--- src/hw/rtl/ksrp_pkg.sv ---
package ksrp_pkg;

  // command codes
  localparam logic [1:0] CMD_SCAN  = 2'd0;
  localparam logic [1:0] CMD_READ  = 2'd1;
  localparam logic [1:0] CMD_WRITE = 2'd2;
  localparam logic [1:0] CMD_ACK   = 2'd3;

  // register selects
  localparam logic [2:0] REG_STATE  = 3'd0;
  localparam logic [2:0] REG_CODE   = 3'd1;
  localparam logic [2:0] REG_STATUS = 3'd2;
  localparam logic [2:0] REG_SCROLL = 3'd3;

  localparam int          NUM_ROWS     = 11;
  localparam int          MASK_BIT_POS = 6;
  localparam int          SHIFT_BIT    = 2;
  localparam int          VEC_SEL_BIT  = 1;
  localparam logic [15:0] STATUS_BASE  = 16'h8080;
  localparam logic [15:0] CAS_BIT      = 16'h0020;
  localparam logic [7:0]  VEC_PLAIN    = 8'h30;
  localparam logic [7:0]  VEC_ALT      = 8'hBC;
  localparam logic [15:0] SCROLL_RESET = 16'o1330;
  localparam logic [7:0]  SHIFT_DOWN   = 8'd16;
  localparam logic [7:0]  SHIFT_UP     = 8'd32;

  typedef struct packed {
    logic       hit;
    logic [7:0] code;
  } scan_result_t;

endpackage

--- src/hw/rtl/ksrp_in_if.sv ---
interface ksrp_in_if;
  logic        valid;
  logic        ready;
  logic [1:0]  command;
  logic [2:0]  reg_select;
  logic [15:0] write_data;
  logic [63:0] rows_low;
  logic [23:0] rows_high;
  logic [7:0]  modifiers;
  logic        cassette_high;

  modport source (
    output valid, command, reg_select, write_data, rows_low, rows_high, modifiers,
           cassette_high,
    input  ready
  );
  modport sink (
    input  valid, command, reg_select, write_data, rows_low, rows_high, modifiers,
           cassette_high,
    output ready
  );
endinterface

--- src/hw/rtl/ksrp_out_if.sv ---
interface ksrp_out_if;
  logic        valid;
  logic        ready;
  logic [15:0] read_data;
  logic        irq_line;
  logic [7:0]  vector;

  modport source (output valid, read_data, irq_line, vector, input ready);
  modport sink (input valid, read_data, irq_line, vector, output ready);
endinterface

--- src/hw/rtl/ksrp_scan.sv ---
module ksrp_scan (
  input  logic [63:0]               rows_low,
  input  logic [23:0]               rows_high,
  input  logic [7:0]                modifiers,
  input  logic [7:0]                key_code,
  output ksrp_pkg::scan_result_t    result
);

  logic [ksrp_pkg::NUM_ROWS*8-1:0] rows;
  logic [7:0] row_byte;
  logic [3:0] row;
  logic [2:0] col;
  logic [7:0] base_code;

  assign rows = {rows_high, rows_low};

  // first nonzero row wins: walk from the top so the lowest row is written last
  always_comb begin
    row_byte = '0;
    row      = '0;
    for (int i = ksrp_pkg::NUM_ROWS - 1; i >= 0; i--) begin
      if (rows[i*8 +: 8] != 8'd0) begin
        row_byte = rows[i*8 +: 8];
        row      = 4'(i + 1);
      end
    end
  end

  always_comb begin
    col = '0;
    for (int c = 0; c < 8; c++) begin
      if (row_byte[c]) col = 3'(c);
    end
  end

  always_comb begin
    base_code = $onehot(row_byte) ? {1'b0, row[3:0], col} : key_code;
    result.hit  = row_byte != 8'd0;
    result.code = base_code;
    if (modifiers[ksrp_pkg::SHIFT_BIT]) begin
      if (row == 4'd6 || row == 4'd7) result.code = base_code - ksrp_pkg::SHIFT_DOWN;
      else if (row >= 4'd8)          result.code = base_code + ksrp_pkg::SHIFT_UP;
    end
  end

endmodule

--- src/hw/rtl/keyboard_scan_register_port.sv ---
// Keyboard and scroll register port. Every transaction (scan tick, bus read,
// bus write or interrupt acknowledge) gives exactly one result. The block
// takes one transaction per clock while the output side is not stalled. An
// accepted transaction is held in the input register, then the register
// update and row priority encode land in the result register. Input
// ready follows the output side; a stalled result holds both stages. irq_line
// is the request level after the transaction, and scroll resets to octal 1330.
module keyboard_scan_register_port (
  input logic         clk,
  input logic         rst,
  ksrp_in_if.sink     in_ch,
  ksrp_out_if.source  out_ch
);

  // input register
  logic        s1_valid;
  logic [1:0]  s1_command;
  logic [2:0]  s1_reg_select;
  logic [15:0] s1_write_data;
  logic [63:0] s1_rows_low;
  logic [23:0] s1_rows_high;
  logic [7:0]  s1_modifiers;
  logic        s1_cassette_high;

  // block state
  logic [7:0]  key_code;
  logic        key_pressed;
  logic        mask_bit;
  logic [7:0]  irq_vector;
  logic        irq_pending;
  logic [15:0] scroll_offset;

  logic [7:0]  key_code_next;
  logic        key_pressed_next;
  logic        mask_bit_next;
  logic [7:0]  irq_vector_next;
  logic        irq_pending_next;
  logic [15:0] scroll_offset_next;
  logic [15:0] read_data_next;
  logic [7:0]  vector_next;

  logic advance;
  logic fire;
  ksrp_pkg::scan_result_t scan;

  assign advance      = !out_ch.valid || out_ch.ready;
  assign fire         = s1_valid && advance;
  assign in_ch.ready  = !s1_valid || advance;

  always_ff @(posedge clk) begin
    if (rst) begin
      s1_valid <= 1'b0;
    end else if (in_ch.ready) begin
      s1_valid <= in_ch.valid;
    end
    if (in_ch.ready && in_ch.valid) begin
      s1_command       <= in_ch.command;
      s1_reg_select    <= in_ch.reg_select;
      s1_write_data    <= in_ch.write_data;
      s1_rows_low      <= in_ch.rows_low;
      s1_rows_high     <= in_ch.rows_high;
      s1_modifiers     <= in_ch.modifiers;
      s1_cassette_high <= in_ch.cassette_high;
    end
  end

  ksrp_scan u_scan (
    .rows_low  (s1_rows_low),
    .rows_high (s1_rows_high),
    .modifiers (s1_modifiers),
    .key_code  (key_code),
    .result    (scan)
  );

  always_comb begin
    key_code_next      = key_code;
    key_pressed_next   = key_pressed;
    mask_bit_next      = mask_bit;
    irq_vector_next    = irq_vector;
    irq_pending_next   = irq_pending;
    scroll_offset_next = scroll_offset;
    read_data_next     = '0;
    vector_next        = '0;
    case (s1_command)
      ksrp_pkg::CMD_SCAN: begin
        if (scan.hit) begin
          key_code_next    = scan.code;
          key_pressed_next = 1'b1;
          irq_vector_next  = s1_modifiers[ksrp_pkg::VEC_SEL_BIT] ? ksrp_pkg::VEC_ALT
                                                                 : ksrp_pkg::VEC_PLAIN;
          irq_pending_next = 1'b1;
        end
      end
      ksrp_pkg::CMD_READ: begin
        case (s1_reg_select)
          ksrp_pkg::REG_STATE: begin
            read_data_next = 16'(mask_bit) << ksrp_pkg::MASK_BIT_POS;
          end
          ksrp_pkg::REG_CODE: begin
            read_data_next   = {8'd0, key_code};
            key_pressed_next = 1'b0;
          end
          ksrp_pkg::REG_STATUS: begin
            read_data_next = ksrp_pkg::STATUS_BASE
                           | (16'(key_pressed) << ksrp_pkg::MASK_BIT_POS)
                           | (s1_cassette_high ? ksrp_pkg::CAS_BIT : 16'd0);
          end
          ksrp_pkg::REG_SCROLL: begin
            read_data_next = scroll_offset;
          end
          default: begin
            read_data_next = '0;
          end
        endcase
      end
      ksrp_pkg::CMD_WRITE: begin
        if (s1_reg_select == ksrp_pkg::REG_STATE) begin
          mask_bit_next = s1_write_data[ksrp_pkg::MASK_BIT_POS];
        end else if (s1_reg_select == ksrp_pkg::REG_SCROLL) begin
          scroll_offset_next = s1_write_data;
        end
      end
      default: begin
        irq_pending_next = 1'b0;
        vector_next      = irq_vector;
      end
    endcase
  end

  always_ff @(posedge clk) begin
    if (rst) begin
      key_code      <= '0;
      key_pressed   <= 1'b0;
      mask_bit      <= 1'b0;
      irq_vector    <= '0;
      irq_pending   <= 1'b0;
      scroll_offset <= ksrp_pkg::SCROLL_RESET;
      out_ch.valid  <= 1'b0;
    end else begin
      if (advance) begin
        out_ch.valid <= s1_valid;
      end
      if (fire) begin
        key_code      <= key_code_next;
        key_pressed   <= key_pressed_next;
        mask_bit      <= mask_bit_next;
        irq_vector    <= irq_vector_next;
        irq_pending   <= irq_pending_next;
        scroll_offset <= scroll_offset_next;
      end
    end
    if (fire) begin
      out_ch.read_data <= read_data_next;
      out_ch.irq_line  <= irq_pending_next;
      out_ch.vector    <= vector_next;
    end
  end

  // acknowledge always drops the request
  ack_drops_irq: assert property (@(posedge clk) disable iff (rst)
    fire && s1_command == ksrp_pkg::CMD_ACK |=> !irq_pending)
    else $error("interrupt request still pending after acknowledge");

  // a new key press always comes with a request
  press_raises_irq: assert property (@(posedge clk) disable iff (rst)
    $rose(key_pressed) |-> irq_pending)
    else $error("key pressed without interrupt request");

  // read data and vector never both carry a value
  read_or_vector: assert property (@(posedge clk) disable iff (rst)
    out_ch.valid |-> (out_ch.read_data == 16'd0 || out_ch.vector == 8'd0))
    else $error("result carries both read data and vector");

  // a result with a vector is an acknowledge, so the request is low
  vector_irq_low: assert property (@(posedge clk) disable iff (rst)
    out_ch.valid && out_ch.vector != 8'd0 |-> !out_ch.irq_line)
    else $error("vector returned while request still high");

endmodule
--- src/flat_wrapper.sv ---
// flat-port wrapper written by rule: the top's interface ports become plain ports
module keyboard_scan_register_port_flat 
  (clk, rst, in_ch_valid, in_ch_command, in_ch_reg_select, in_ch_write_data, in_ch_rows_low, in_ch_rows_high, in_ch_modifiers, in_ch_cassette_high, in_ch_ready, out_ch_valid, out_ch_read_data, out_ch_irq_line, out_ch_vector, out_ch_ready);
  ksrp_in_if in_ch_i ();
  ksrp_out_if out_ch_i ();
  input logic clk;
  input logic rst;
  input wire logic [$bits(in_ch_i.valid)-1:0] in_ch_valid;
  input wire logic [$bits(in_ch_i.command)-1:0] in_ch_command;
  input wire logic [$bits(in_ch_i.reg_select)-1:0] in_ch_reg_select;
  input wire logic [$bits(in_ch_i.write_data)-1:0] in_ch_write_data;
  input wire logic [$bits(in_ch_i.rows_low)-1:0] in_ch_rows_low;
  input wire logic [$bits(in_ch_i.rows_high)-1:0] in_ch_rows_high;
  input wire logic [$bits(in_ch_i.modifiers)-1:0] in_ch_modifiers;
  input wire logic [$bits(in_ch_i.cassette_high)-1:0] in_ch_cassette_high;
  output wire logic [$bits(in_ch_i.ready)-1:0] in_ch_ready;
  output wire logic [$bits(out_ch_i.valid)-1:0] out_ch_valid;
  output wire logic [$bits(out_ch_i.read_data)-1:0] out_ch_read_data;
  output wire logic [$bits(out_ch_i.irq_line)-1:0] out_ch_irq_line;
  output wire logic [$bits(out_ch_i.vector)-1:0] out_ch_vector;
  input wire logic [$bits(out_ch_i.ready)-1:0] out_ch_ready;
  assign in_ch_i.valid = in_ch_valid;
  assign in_ch_i.command = in_ch_command;
  assign in_ch_i.reg_select = in_ch_reg_select;
  assign in_ch_i.write_data = in_ch_write_data;
  assign in_ch_i.rows_low = in_ch_rows_low;
  assign in_ch_i.rows_high = in_ch_rows_high;
  assign in_ch_i.modifiers = in_ch_modifiers;
  assign in_ch_i.cassette_high = in_ch_cassette_high;
  assign in_ch_ready = in_ch_i.ready;
  assign out_ch_valid = out_ch_i.valid;
  assign out_ch_read_data = out_ch_i.read_data;
  assign out_ch_irq_line = out_ch_i.irq_line;
  assign out_ch_vector = out_ch_i.vector;
  assign out_ch_i.ready = out_ch_ready;
  keyboard_scan_register_port u_core (.clk(clk), .rst(rst), .in_ch(in_ch_i), .out_ch(out_ch_i));
endmodule
--- config.mk ---
export PLATFORM = sky130hd
export DESIGN_NAME = keyboard_scan_register_port_flat
export DESIGN_NICKNAME = d
export VERILOG_FILES = /design/src/hw/rtl/ksrp_pkg.sv /design/src/hw/rtl/ksrp_in_if.sv /design/src/hw/rtl/ksrp_out_if.sv /design/src/hw/rtl/ksrp_scan.sv /design/src/hw/rtl/keyboard_scan_register_port.sv /design/src/flat_wrapper.sv
export SDC_FILE = /design/constraint.sdc
export NUM_CORES = 1
export LEC_CHECK = 0
export BUFFER_PORTS_ARGS = -buffer_cell sky130_fd_sc_hd__buf_4
export CORE_ASPECT_RATIO = 0.75
export CORE_MARGIN = 8
export CORE_UTILIZATION = 48
export CTS_CLUSTER_DIAMETER = 80
export DETAILED_ROUTE_END_ITERATION = 16
export PLACE_DENSITY = 0.83
export SLEW_MARGIN = 20
export SYNTH_ARGS = -nofsm -noshare
export SYNTH_HDL_FRONTEND = slang
export SYNTH_HIERARCHICAL = 1
export SYNTH_SLANG_ARGS = --single-unit
--- constraint.sdc ---
create_clock -name clk -period 6.4 [get_ports clk]
set_input_delay 1.28 -clock clk [delete_from_list [all_inputs] [get_ports clk]]
set_output_delay 1.28 -clock clk [all_outputs]
set_load 0.02 [all_outputs]
==> Word level (Yosys, flattened, before mapping) <==
Cells that the tools add are included.
W data, S select, Z words.
{ "word_totals": {"reg_bits": 175, "input_bits": 122, "out_inout_bits": 27, "elab_cells": 109} }
{ "op_classes": {"add_sub_neg": 9, "n_lt_le_gt_ge": 1, "eq_ne": 10, "n_mux": 41, "bitwise_logic": 2, "n_reduce_logical": 28} }
{ "op_table": {"columns": ["cell", "count"], "rows": [
  ["$mux W8", 16],
  ["$reduce_bool A8 Y1", 12],
  ["$pmux W16 S4", 1],
  ["$mux W4", 11],
  ["$mux W3", 6],
  ["$or A16 B16 Y16", 1],
  ["$add A1 B1 Y2", 4],
  ["$add A8 B6 Y8 const B", 1],
  ["$eq A4 B3 Y1 const B", 2],
  ["$reduce_and A4 Y1", 2],
  ["$sub A8 B5 Y8 const B", 1],
  ["$add A2 B2 Y3", 2],
  ["$eq A3 B2 Y1 const B", 2],
  ["$mux W6", 1],
  ["$reduce_and A3 Y1", 2],
  ["$add A3 B3 Y4", 1],
  ["$eq A4 B1 Y1 const B", 1],
  ["$ge A4 B4 Y1 const B", 1],
  ["$mux W1", 4],
  ["$ne A2 B1 Y1 const B", 2],
  ["$pmux W1 S2", 2],
  ["$eq A3 B1 Y1 const B", 1],
  ["$logic_not A3 Y1", 1],
  ["$logic_or A1 B1 Y1", 3],
  ["9 further kinds", 11]
]} }

==> Depth between registers and ports, before layout <==
{ "depth": {"ltp_word": 24, "ltp_mapped": 29, "mapped_depth_nobuf": 29} }

==> Modules after synthesis <==
The synthesis kept the hierarchy.
{ "by_module_without_submodules": {"columns": ["mod", "instances", "cells_each", "area_per_inst_um2", "seq_area_each_um2"], "rows": [
  ["keyboard_scan_register_port", 1, 334, 5793.1, 4734.5],
  ["ksrp_scan", 1, 234, 1664.1, 0.0]
]} }

==> Worst setup path after synthesis <==
Ideal clock, no wire load.
{ "synth_path": {"path_type": "reg-to-reg", "startpoint": "register u_core.s1_rows_high[8]", "endpoint": "register u_core.key_code[6]", "setup_time_ns": 0.132, "arrival_time_ns": 5.937, "setup_slack_ns": 0.331, "stages_incl_launch_ff": 29, "path_buffers": 0, "period_less_slack_ns": 6.069, "path_cell_list": "edfxtp_1 -> nor4_2 -> a31oi_1 -> o31ai_1 -> a311o_2 -> a221o_1 -> a21oi_1 -> nor2_1 -> or2_2 -> fa_1 -> inv_1 -> fa_1 -> fa_1 -> inv_1 -> ha_1 -> inv_1 -> fa_1 -> a211oi_1 -> mux2i_1 -> nor2_2 -> inv_1 -> a21oi_1 -> ha_1 -> nor4b_1 -> o21ai_0 -> a221oi_1 -> a21oi_1 -> nand4_1 -> a21oi_1"} }
{ "synth_rtl": {"columns": ["element", "line_no", "source"], "rows": [
  ["start, declared", "keyboard_scan_register_port.sv:21", "logic [23:0] s1_rows_high;"],
  ["start signal, assigned", "keyboard_scan_register_port.sv:61", "s1_rows_high <= in_ch.rows_high;"],
  ["end signal, assigned", "keyboard_scan_register_port.sv:144", "key_code <= key_code_next;"],
  ["end, declared", "keyboard_scan_register_port.sv:26", "logic [7:0] key_code;"]
]} }

==> impl_metrics.ini <==
[routing]
detail-route-antenna-nets = 0
first_iter_violations = 491
route.vias.total = 5604
vias_per_cell = 5.86
finalWirelength_um = 19700
wire_per_inst_um = 20.5
detail_route.drc_violations = 0
firstDrtPassIters = 5

[floorplan]
overall_die_area_mm2 = 0.0194
floorplan.io_pins = 149
die-width_um = 158
core_mm2 = 0.0150
initial_utilization_pct = 48.4
rows = 39
fp.dieH_um = 123

[final_layout]
post_route_cells_drive_above_1_share_pct = 35.0
diodes = 0
layout.cell_area.non_filler_mm2 = 0.00950
layout_common_cells = 177 x sky130_fd_sc_hd__buf_4, 131 x sky130_fd_sc_hd__edfxtp_1, 43 x sky130_fd_sc_hd__nand2_1, 38 x sky130_fd_sc_hd__a21oi_1, 34 x sky130_fd_sc_hd__nor2_1
area.growth.synth_to_final_pct = 30.6
most_frequent_standard_cell_in_the_layout_excluding_fill_and_tap_cells = sky130_fd_sc_hd__buf_4
nets = 877
utilization_pct = 63.2
n_fill_cell = 1091

[placed_design]
hpwlAfterDp_um = 14100
globalplace.congestion = 0.892
dp_worst_setup_slack_ns = -0.134
io_buffers = 139
post_dp_cell_area_mm2 = 0.00863

[setup_path]
cp_common_cell = sky130_fd_sc_hd__inv_2
required_worst_endpoint_ns = 6.70
cp_data_arrival_time_ns = 6.53
critical_path.reg2reg.startpoint = u_core/s1_rows_high[8]
r2r_cells = 29
cpMaxStageDelayCell = sky130_fd_sc_hd__fa_1
crit-reg2reg-capture = u_core/key_code[6]
critical_path.max_fanout = 3
worstSetupPathDepth = 29
endpoint_kind = register
startpoint_type = register
ff2ff_setup_slack_ns = 0.17
critical_path.max_stage_delay_ns = 0.53
critPathKind = register to register
cp_top_family = adder cells
critical_path_buf_inv_count = 6

[clock_tree]
cts-buffers-inserted = 17
number_of_sinks_handled_by_clock_tree_synthesis = 162
insertion_delay_ns = 0.42
htreeDepth = 4
tritoncts = built
clock_tree.buffer_depth = 2
clock_tree.root_cell = sky130_fd_sc_hd__clkbuf_16
clk_transition_reported_paths_ns = 0.06

[grt]
globalRoute.totalOverflow = 0
grt_start_max_net_pins = 64
tot_gr_track_use_pct = 20.1
grt_antenna_before_repair = 0
number_of_global_route_vias_before_repair = 5769
grt_pass1_wl_um = 29900

[sta]
finClkSkew_ns = 0.0121
timing.final.ws_setup_ns = 0.167
finalWorstPathRequiredPeriod_ns = 6.23
timing.max_slew.rel_slack_pct = 29.5
tightest_slew_ns = 1.05
final_hold_viol_count = 0
timing.hold.ws_ns = 0.460
maxClockFrequency_mhz = 160
timing.final.max_slew_violations = 0
setup-violations-final = 0
fin_crit_sh_pct = 97.4

[min_path]
min_to = u_core/scroll_offset[10]
hold_depth = 2
timing.hold.worst.start = u_core/scroll_offset[10]
min_path_type = register to register

[job]
timing.max_cap.violations = 0

[synthesis]
synthesis.area_per_instance_um2 = 12.9
postSynthCellCount = 562
synth_warnings = 6
syn-cell-area_mm2 = 0.00728

[power_and_ir_drop]
vdd_drop_max_mv = 0.201
post-layout-total-power_uw = 2450
power.leakage_uw = 0.00347
cellPowerDensity_mw_per_mm2 = 258

[outcome]
status = completed
-- final cells by class --
| class | instances | area (um^2) | share of cell area [%] |
|---|---|---|---|
| Timing Repair Buffer | 178 | 1340 | 14.1 |
| Multi-Input combinational cell | 357 | 2720 | 28.6 |
| Sequential cell | 162 | 4550 | 47.9 |
| Clock buffer | 18 | 429 | 4.52 |
| Tap cell | 205 | 256 | 2.70 |
| Inverter | 25 | 93.8 | 0.988 |
| Clock inverter | 12 | 111 | 1.17 |
-- sequential cells by signal, summed over array words and instances, names as in the netlist, 2 cells and up --
register / cells
u_core/out_ch.read_data: 16
u_core/s1_modifiers: 2
u_core/s1_command: 2
u_core/scroll_offset: 16
u_core/s1_rows_high: 24
u_core/s1_rows_low: 64
u_core/key_code: 8
u_core/out_ch.vector: 2
u_core/irq_vector: 2
u_core/s1_reg_select: 3
u_core/s1_write_data: 16
-- stage by stage --
step,cells,TNS (ns)
finish,957,0
global route,957,-0.0431
CTS,942,0
detailed placement,909,-0.134
global placement,909,0
floorplan,564,0
-- worst register-to-register path, delay by kind of cell, from the launching register on --
| family | cells | cell delay [ns] |
|---|---|---|
| multiplexers | 1 | 0.13 |
| buffers and inverters | 6 | 0.46 |
| AO/OA/AOI/OAI | 10 | 2.08 |
| adder cells (fa/ha/maj) | 6 | 2.23 |
| flip-flops | 1 | 0.46 |
| AND/OR/NAND/NOR | 6 | 0.73 |
-- worst max path at each step --
stage,from,end,slack [ns]
6_report,u_core/s1_rows_high[8],u_core/key_code[6],0.17
3_3_place_gp,u_core/s1_rows_low[33],u_core/key_code[6],0.15
3_5_place_dp,u_core/s1_rows_low[32],u_core/key_code[6],-0.13
4_1_cts,u_core/s1_rows_high[11],u_core/key_code[6],0.008
2_1_floorplan,u_core/s1_rows_high[8],u_core/key_code[6],0.33
5_1_grt,u_core/s1_rows_low[49],u_core/key_code[6],-0.04
-- metal layers --
layer | vias up | track usage (%) | routed length (um)
li1 | 2534 | - | -
met5 | - | 0 | 0
met4 | 0 | 8.99 | 569
met3 | 49 | 7.11 | 1940
met2 | 329 | 31.8 | 9370
met1 | 2692 | 24.5 | 7780
-- power by group --
part	leakage [uW]	switching (uW)	internal [uW]
clock network	0.000260	409	532
registers	0.00153	47.9	1200
logic	0.00168	139	127
-- repair_timing --
action | CTS | global route
gates resized for setup | 4 | 36
endpoints found under the setup margin | 1 | 2
buffers inserted | 3 | 16
hold buffers | 0 | 0
pin swaps | 2 | 25
Power figures use the tool's default switching activity.
